[src/rtl/core/cch_pkg.sv]
package cch_pkg;

  localparam int MAX_SAMPLES  = 256;
  localparam int CORDIC_STEPS = 16;
  localparam int STEP_LIMIT   = 24;
  localparam int NSTEPS       = (CORDIC_STEPS > STEP_LIMIT) ? STEP_LIMIT : CORDIC_STEPS;
  localparam int STEP_W       = 5;

  localparam int CFG_IW = 3;
  localparam int CFG_DW = 20;

  localparam int CW     = 58;   // CORDIC x/y datapath width
  localparam int AW     = 34;   // CORDIC angle register width
  localparam int DIV_W  = 34;   // divider magnitude width
  localparam int DIVQ_W = 35;   // signed dividend / quotient width
  localparam int DIVC_W = 6;

  localparam longint CAL_MAX    = 64'sd16777215;
  localparam longint CAL_MIN    = -64'sd16777216;
  localparam int     UNIT_START = 19898;
  localparam int     UNIT_MAX   = 32767;

  localparam logic OP_SAMPLE = 1'b0;
  localparam logic OP_REPORT = 1'b1;

  localparam logic [CFG_IW-1:0] CFG_OFFSET_X = 3'd0;
  localparam logic [CFG_IW-1:0] CFG_OFFSET_Y = 3'd1;
  localparam logic [CFG_IW-1:0] CFG_GAIN_X   = 3'd2;
  localparam logic [CFG_IW-1:0] CFG_GAIN_Y   = 3'd3;
  localparam logic [CFG_IW-1:0] CFG_CROSS_XY = 3'd4;
  localparam logic [CFG_IW-1:0] CFG_CROSS_YX = 3'd5;

  // CORDIC jobs
  localparam logic [2:0] JOB_RAW_VEC  = 3'd0;
  localparam logic [2:0] JOB_RAW_ROT  = 3'd1;
  localparam logic [2:0] JOB_CAL_VEC  = 3'd2;
  localparam logic [2:0] JOB_CAL_ROT  = 3'd3;
  localparam logic [2:0] JOB_HEAD_RAW = 3'd4;
  localparam logic [2:0] JOB_HEAD_CAL = 3'd5;

  // divider jobs
  localparam logic [2:0] DIV_RAW_X = 3'd0;
  localparam logic [2:0] DIV_RAW_Y = 3'd1;
  localparam logic [2:0] DIV_RAW_Z = 3'd2;
  localparam logic [2:0] DIV_CAL_X = 3'd3;
  localparam logic [2:0] DIV_CAL_Y = 3'd4;
  localparam logic [2:0] DIV_MAG   = 3'd5;

  localparam logic [2:0] MUL_LAST = 3'd7;

  typedef enum logic [3:0] {
    ST_IDLE, ST_DEC, ST_MUL, ST_CORD, ST_CORW, ST_MAGW, ST_DIV, ST_DIVW, ST_EMIT
  } cch_state_t;

  typedef struct packed {
    logic       capture;
    logic       drop;
    logic       mul;
    logic       sqrt_start;
    logic       cord_start;
    logic       cord_store;
    logic       div_start;
    logic       div_store;
    logic       commit;
    logic       emit;
    logic [2:0] idx;
  } cch_cmd_t;

  typedef struct packed {
    logic opcode;
    logic full;
    logic empty;
    logic cord_busy;
    logic div_busy;
    logic sqrt_busy;
  } cch_stat_t;

  function automatic logic [31:0] atan_lut(input logic [STEP_W-1:0] i);
    logic [31:0] v;
    case (i)
      5'd0:  v = 32'h20000000;
      5'd1:  v = 32'h12E4051E;
      5'd2:  v = 32'h09FB385B;
      5'd3:  v = 32'h051111D4;
      5'd4:  v = 32'h028B0D43;
      5'd5:  v = 32'h0145D7E1;
      5'd6:  v = 32'h00A2F61E;
      5'd7:  v = 32'h00517C55;
      5'd8:  v = 32'h0028BE53;
      5'd9:  v = 32'h00145F2F;
      5'd10: v = 32'h000A2F98;
      5'd11: v = 32'h000517CC;
      5'd12: v = 32'h00028BE6;
      5'd13: v = 32'h000145F3;
      5'd14: v = 32'h0000A2FA;
      5'd15: v = 32'h0000517D;
      5'd16: v = 32'h000028BE;
      5'd17: v = 32'h0000145F;
      5'd18: v = 32'h00000A30;
      5'd19: v = 32'h00000518;
      5'd20: v = 32'h0000028C;
      5'd21: v = 32'h00000146;
      5'd22: v = 32'h000000A3;
      5'd23: v = 32'h00000051;
      default: v = 32'h0;
    endcase
    return v;
  endfunction

endpackage

[src/rtl/core/cch_ctrl.sv]
module cch_ctrl import cch_pkg::*; (
  input  logic      clk,
  input  logic      rst_n,
  input  logic      in_valid,
  output logic      in_stall,
  output logic      out_valid,
  input  logic      out_stall,
  input  cch_stat_t stat,
  output cch_cmd_t  cmd
);

  cch_state_t state_r, state_nxt;
  logic [2:0] cnt_r, cnt_nxt;
  logic       out_valid_r, out_valid_nxt;

  always_ff @(posedge clk) begin
    if (!rst_n) begin
      state_r     <= ST_IDLE;
      cnt_r       <= '0;
      out_valid_r <= 1'b0;
    end else begin
      state_r     <= state_nxt;
      cnt_r       <= cnt_nxt;
      out_valid_r <= out_valid_nxt;
    end
  end

  always_comb begin
    state_nxt = state_r;
    cnt_nxt   = cnt_r;
    cmd       = '0;
    cmd.idx   = cnt_r;
    case (state_r)
      ST_IDLE: begin
        if (in_valid) begin
          cmd.capture = 1'b1;
          state_nxt   = ST_DEC;
        end
      end
      ST_DEC: begin
        cnt_nxt = '0;
        if (stat.opcode == OP_REPORT) begin
          state_nxt = stat.empty ? ST_EMIT : ST_DIV;
        end else if (stat.full) begin
          cmd.drop  = 1'b1;
          state_nxt = ST_IDLE;
        end else begin
          state_nxt = ST_MUL;
        end
      end
      ST_MUL: begin
        cmd.mul = 1'b1;
        cnt_nxt = cnt_r + 1'b1;
        if (cnt_r == MUL_LAST) begin
          cmd.sqrt_start = 1'b1;
          cnt_nxt        = JOB_RAW_VEC;
          state_nxt      = ST_CORD;
        end
      end
      ST_CORD: begin
        cmd.cord_start = 1'b1;
        state_nxt      = ST_CORW;
      end
      ST_CORW: begin
        if (!stat.cord_busy) begin
          cmd.cord_store = 1'b1;
          cnt_nxt        = cnt_r + 1'b1;
          if (cnt_r == JOB_CAL_ROT) state_nxt = ST_MAGW;
          else if (cnt_r == JOB_HEAD_CAL) state_nxt = ST_EMIT;
          else state_nxt = ST_CORD;
        end
      end
      ST_MAGW: begin
        if (!stat.sqrt_busy) begin
          cmd.commit = 1'b1;
          state_nxt  = ST_IDLE;
        end
      end
      ST_DIV: begin
        cmd.div_start = 1'b1;
        state_nxt     = ST_DIVW;
      end
      ST_DIVW: begin
        if (!stat.div_busy) begin
          cmd.div_store = 1'b1;
          if (cnt_r == DIV_MAG) begin
            cnt_nxt   = JOB_HEAD_RAW;
            state_nxt = ST_CORD;
          end else begin
            cnt_nxt   = cnt_r + 1'b1;
            state_nxt = ST_DIV;
          end
        end
      end
      ST_EMIT: begin
        if (!out_valid_r || !out_stall) begin
          cmd.emit  = 1'b1;
          state_nxt = ST_IDLE;
        end
      end
      default: state_nxt = ST_IDLE;
    endcase
  end

  always_comb begin
    if (cmd.emit) out_valid_nxt = 1'b1;
    else if (!out_stall) out_valid_nxt = 1'b0;
    else out_valid_nxt = out_valid_r;
  end

  assign in_stall  = (state_r != ST_IDLE);
  assign out_valid = out_valid_r;

endmodule

[config.mk]
export PLATFORM = sky130hd
export DESIGN_NAME = cch_ctrl
export DESIGN_NICKNAME = d
export VERILOG_FILES = /design/src/rtl/core/cch_pkg.sv /design/src/rtl/core/cch_ctrl.sv
export SDC_FILE = /design/constraint.sdc
export NUM_CORES = 1
export LEC_CHECK = 0
export ABC_AREA = 1
export CAP_MARGIN = 20
export CORE_UTILIZATION = 47
export CTS_BUF_LIST = sky130_fd_sc_hd__clkbuf_8
export DETAILED_ROUTE_END_ITERATION = 16
export DONT_BUFFER_PORTS = 1
export GPL_TIMING_DRIVEN = 0
export PLACE_DENSITY = 0.75
export SYNTH_ARGS = -nofsm -noshare
export SYNTH_HDL_FRONTEND = slang
export SYNTH_SLANG_ARGS = --single-unit
[constraint.sdc]
create_clock -name clk -period 1.3 [get_ports clk]
set_input_delay 0.065 -clock clk [delete_from_list [all_inputs] [get_ports clk]]
set_output_delay 0.065 -clock clk [all_outputs]
set_load 0.05 [all_outputs]
Word level (Yosys, flattened, before mapping)

Cells that the tools add are included.

Output and inout port bits: 15
Bits in registers: 8
Word-level logic and storage cells: 67

Eq/ne operators: 18
Reduce and logical (&&, ||, !) cells: 8
Multiplexer cells: 37
Add/subtract/negate cells: 1

Operators with widths:

| cell                                           | number |
|---|---|
| 2-to-1 mux 4 bit                               | 10 |
| one-hot mux 4 bit (9 select lines)             | 1 |
| 2-to-1 mux 1 bit                               | 18 |
| == test 4 x 3 -> 1 bit (second input constant) | 4 |
| 2-to-1 mux 3 bit                               | 5 |
| != test 2 bit (second input constant)          | 6 |
| one-hot mux 3 bit (4 select lines)             | 1 |
| == test 4 x 2 -> 1 bit (second input constant) | 2 |
| nonzero test 4 bit                             | 2 |
| == test 3 bit (second input constant)          | 2 |
| AND reduction 6 bit                            | 1 |
| == test 4 x 1 -> 1 bit (second input constant) | 1 |
| == test 4 bit (second input constant)          | 1 |
| logical NOT 4 bit                              | 1 |
| 2-to-1 mux 2 bit                               | 2 |
| adder 3 x 1 -> 3 bit (second input constant)   | 1 |
| == test 3 x 2 -> 1 bit (second input constant) | 1 |
| AND reduction 3 bit                            | 1 |
| logical NOT 1 bit                              | 2 |
| != test 2 x 1 -> 1 bit (second input constant) | 1 |
| logical OR 1 bit                               | 1 |

Logic depth before layout (Yosys ltp)

Word-level depth: 5
Gate-level depth with buffers: 10
Mapped depth without buffers: 10

Least setup slack after synthesis

No wires, ideal clock.

Path kind: reg-to-output
Start: register cnt_r[0]
End: output port cmd[9] (netlist bit)
Data required time: 1.235 ns
Arrival: 1.750 ns
Cell stages (with the launch flop): 5
Path slack: -0.515 ns
Cells stage by stage: dfxtp_1 -> ha_1 -> ha_1 -> inv_1 -> nor2_1

RTL lines:

| element                | RTL line       | text |
|---|---|---|
| start, declared        | cch_ctrl.sv:13 | `logic [2:0] cnt_r, cnt_nxt;` |
| start signal, assigned | cch_ctrl.sv:23 | `cnt_r <= cnt_nxt;` |
| end, declared          | cch_ctrl.sv:9  | `output cch_cmd_t cmd` |

Worst setup path in the final report

Start: register cnt_r[0]
End: register state_r[2]

Cells in the longest elaborated chain, start to end: 4
Elaborated cells between the ends (all ways): 10
Classes of those cells: 4 x eq/ne; 5 x mux; 1 x reduce/logical

Ends and longest elaborated chain:

| element                                                        | RTL line                       | text |
|---|---|---|
| == test 3 bit / == test 3 x 2 -> 1 bit (equally long branches) | cch_ctrl.sv:86, cch_ctrl.sv:68 |  |
| 2-to-1 mux 3 bit / 2-to-1 mux 4 bit (equally long branches)    | cch_ctrl.sv:86, cch_ctrl.sv:68 |  |
| 2-to-1 mux 4 bit, on equally long branches                     | cch_ctrl.sv:84, cch_ctrl.sv:65 |  |
| one-hot mux 4 bit (9 select lines)                             | cch_ctrl.sv:33                 | `case (state_r)` |
| end signal, assigned                                           | cch_ctrl.sv:22                 | `state_r <= state_nxt;` |
| end, declared                                                  | cch_ctrl.sv:12                 | `cch_state_t state_r, state_nxt;` |

Parallel ways exist; a longest one is shown, timed or not. The select of a mux whose other input is x is not followed.
A chain may end at the register's enable or synchronous reset.

==> metrics.cfg <==
[timing]
worstMarginPinSlew_ps = 536
finClkSkew_ps = 4.82
rsz0062_at_grt = yes
max_freq_mhz = 670
slew_viol_final = 0
slew_headroom = 0.641
min_period_ps = 1490
hold_viol_final = 0
period_share = 1.15
setup_viol = 15
fin_ws_ps = -193

[placement]
routabilityCongestion = 0.962
io_buffers = 0
dpl.cell_count = 147
dp_hpwl_um = 1430

[setup_path]
worstPathMaxFanout = 4
reg2reg_depth = 8
required_ps = 1450
crit_buf_inv = 1
worstSetupPathType = register to register
r2r_start = cnt_r[0]$_SDFFE_PN0P_
reg2reg_setup_slack_ps = -190
reg2reg_to = state_r[2]$_SDFFE_PN0P_
critPathLaunchType = register
crit_arrival_ps = 1640
cpLargestDelayFamily = flip-flops
end_kind = register
crit_path_cell_trace = ha_4, ha_2, inv_1, nor2_1, nor2_1, nand2_1, nand3_1, a21oi_1
crit_top_cell = nor2_1
slowest_delay_ps = 470
cp_slowest_cell = dfxtp_4

[grt]
grt_pass1_vias = 854
grt_overflow = 0
track_usage = 0.248
grt_pass1_wl_um = 3350
grt_antenna_before_repair = 0
grt_max_degree = 7

[clocking]
cts.sinks = 8
clk_pin_slew_worst_paths_ps = 40
clock-root-buffer = clkbuf_8
cts_max_level = 1
clockBufferDepth = 2
insertion_delay_ps = 230
cts_tree = built
numCtsBuffers = 3

[detailed_routing]
routedWlPerCell_um = 17.0
drtIter0Drc = 31
ant_nets = 0
routed_wl_um = 2800
vias_per_cell = 5.85
via_count = 960
drc_errors = 0
dr.pass1.iters = 4

[final_layout]
finish.utilization = 0.858
diodes = 0
syn_to_final_growth_pct = 70.5
final_nets = 163
layout.cells.non_filler = 164
nFillCells = 76
drive_gt1_frac = 0.534

[synth]
netlist_instances = 131
ys_seq_elements = 8
synth_area_per_cell_um2 = 5.72
ys_warn_count = 0
synth_top_area_frac = 0.214
syn-num-nets = 145
synthTopCellsByArea = dfxtp_1 (21%), nand2_1 (17%), inv_1 (12%), nor2_1 (11%), nand3_1 (8.0%)
syn_area_um2 = 749
ys_seq_area_frac = 0.214
synthDistinctLibCells = 17
synth_top_area_cell = dfxtp_1

[worst_hold_path]
min_from = out_stall
hold_depth = 2
min_to = out_valid$_SDFFE_PN0P_
hold_class = primary input to register

[floorplan]
die_h_um = 41.9
die_w_um = 41.9
row_count = 14
dieArea_um2 = 1760
start_util = 0.503
placeableCoreArea_um2 = 1490
pin_count = 25

[job]
max_cap_violations = 0

[pwr]
p_leak_nw = 0.604
peakVddDrop_mv = 1.47
p_total_mw = 2.43
power_density_nw_per_um2 = 1900

[outcome]
outcome = finished, violations left
failed_checks = negative setup slack

## worst max path at each step
stage,startpoint,end,slack [ps],depth (start not counted)
final,cnt_r[0]$_SDFFE_PN0P_,state_r[2]$_SDFFE_PN0P_,-190,8
after global routing,cnt_r[0]$_SDFFE_PN0P_,state_r[2]$_SDFFE_PN0P_,-220,8
after CTS,state_r[0]$_SDFFE_PN0P_,cmd[11],-120,4
after detailed placement,state_r[3]$_SDFFE_PN0P_,state_r[0]$_SDFFE_PN0P_,-260,7
after global placement,state_r[3]$_SDFFE_PN0P_,state_r[0]$_SDFFE_PN0P_,-260,7
after floorplan,state_r[3]$_SDFFE_PN0P_,state_r[0]$_SDFFE_PN0P_,-70,7
## layer usage
layer  share of wire  up-vias  global-route usage  routed length, µm
met5               0        -                   0                  0
met4           0.063        0               0.181                176
met3           0.060       20              0.0304                168
met2            0.50       59               0.428               1410
met1            0.37      444               0.275               1040
li1                -      437                   -                  -
## registers in the layout, summed over array words and instances, names as in the netlist
register	count
state_r	4
cnt_r	3
out_valid	1
## cells by family after synthesis
logic type / after synthesis / synth area share
flops: 8 / 0.214
fa+ha+maj: 4 / 0.0668
compound gates: 11 / 0.0935
buf+inv: 27 / 0.140
simple gates: 81 / 0.486
## power by group
group	total, mW	internal, mW	switching (mW)
Combinational	1.62	0.609	1.01
Sequential	0.509	0.320	0.189
Clock	0.297	0.204	0.0932
Total	2.43	1.13	1.29
## worst register-to-register path, stage by stage, from the launching register on
cell and delay (ps):
dfxtp_4 470, ha_4 190, ha_2 180, inv_1 50, nor2_1 150, nor2_1 70, nand2_1 110, nand3_1 80
a21oi_1 120
## cell type report
| type | instances | area [µm²] | area share |
|---|---|---|---|
| buffer | 1 | 11.3 | 0.00881 |
| clock buffer | 3 | 41.3 | 0.0323 |
| clock inverter | 1 | 3.75 | 0.00294 |
| inverter | 26 | 121 | 0.0950 |
| multi-input combinational | 96 | 758 | 0.594 |
| sequential | 8 | 185 | 0.145 |
| tap | 16 | 20.0 | 0.0157 |
| timing repair buffer | 13 | 136 | 0.107 |
## synthesized netlist by cell type, drive strengths merged
cell type,n
nand2,39
inv,26
a21oi,8
o211ai,1
buf,1
nor3,2
nand3,14
dfxtp,8
nor2,26
o22ai,1
o21ai,1
ha,4
## stage by stage
| stage | setup WS [ps] | hold slack [ps] | cell area (µm²) | TNS (ps) |
|---|---|---|---|---|
| 6_report | -193 | 4.70 | 1280 | -1320 |
| 3_5_place_dp | -264 | 185 | 856 | -1430 |
| 5_1_grt | -224 | 14.7 | 1280 | -2020 |
| 3_3_place_gp | -260 | 184 | 856 | -1260 |
| 4_1_cts | -118 | 4.06 | 1100 | -902 |
| 2_1_floorplan | -69.4 | 181 | 836 | -84.9 |
## layout by cell type, fill, tap and decap left out, types with 4 or more instances in the layout
| cell type | n |
|---|---|
| a21oi_1 | 7 |
| buf_4 | 7 |
| buf_6 | 4 |
| dfxtp_4 | 6 |
| inv_1 | 16 |
| inv_4 | 5 |
| nand2_1 | 23 |
| nand2_2 | 6 |
| nand2_4 | 9 |
| nand3_1 | 10 |
| nor2_1 | 11 |
| nor2_4 | 14 |
## repair_timing
action | CTS | global route
pin swaps | 13 | 19
setup buffers | 7 | 5
endpoints found under the hold margin | 2 | 0
hold buffers | 1 | 0
resized for setup | 38 | 30
endpoints found under the setup margin | 18 | 17
(Power assumes the default switching activity.)
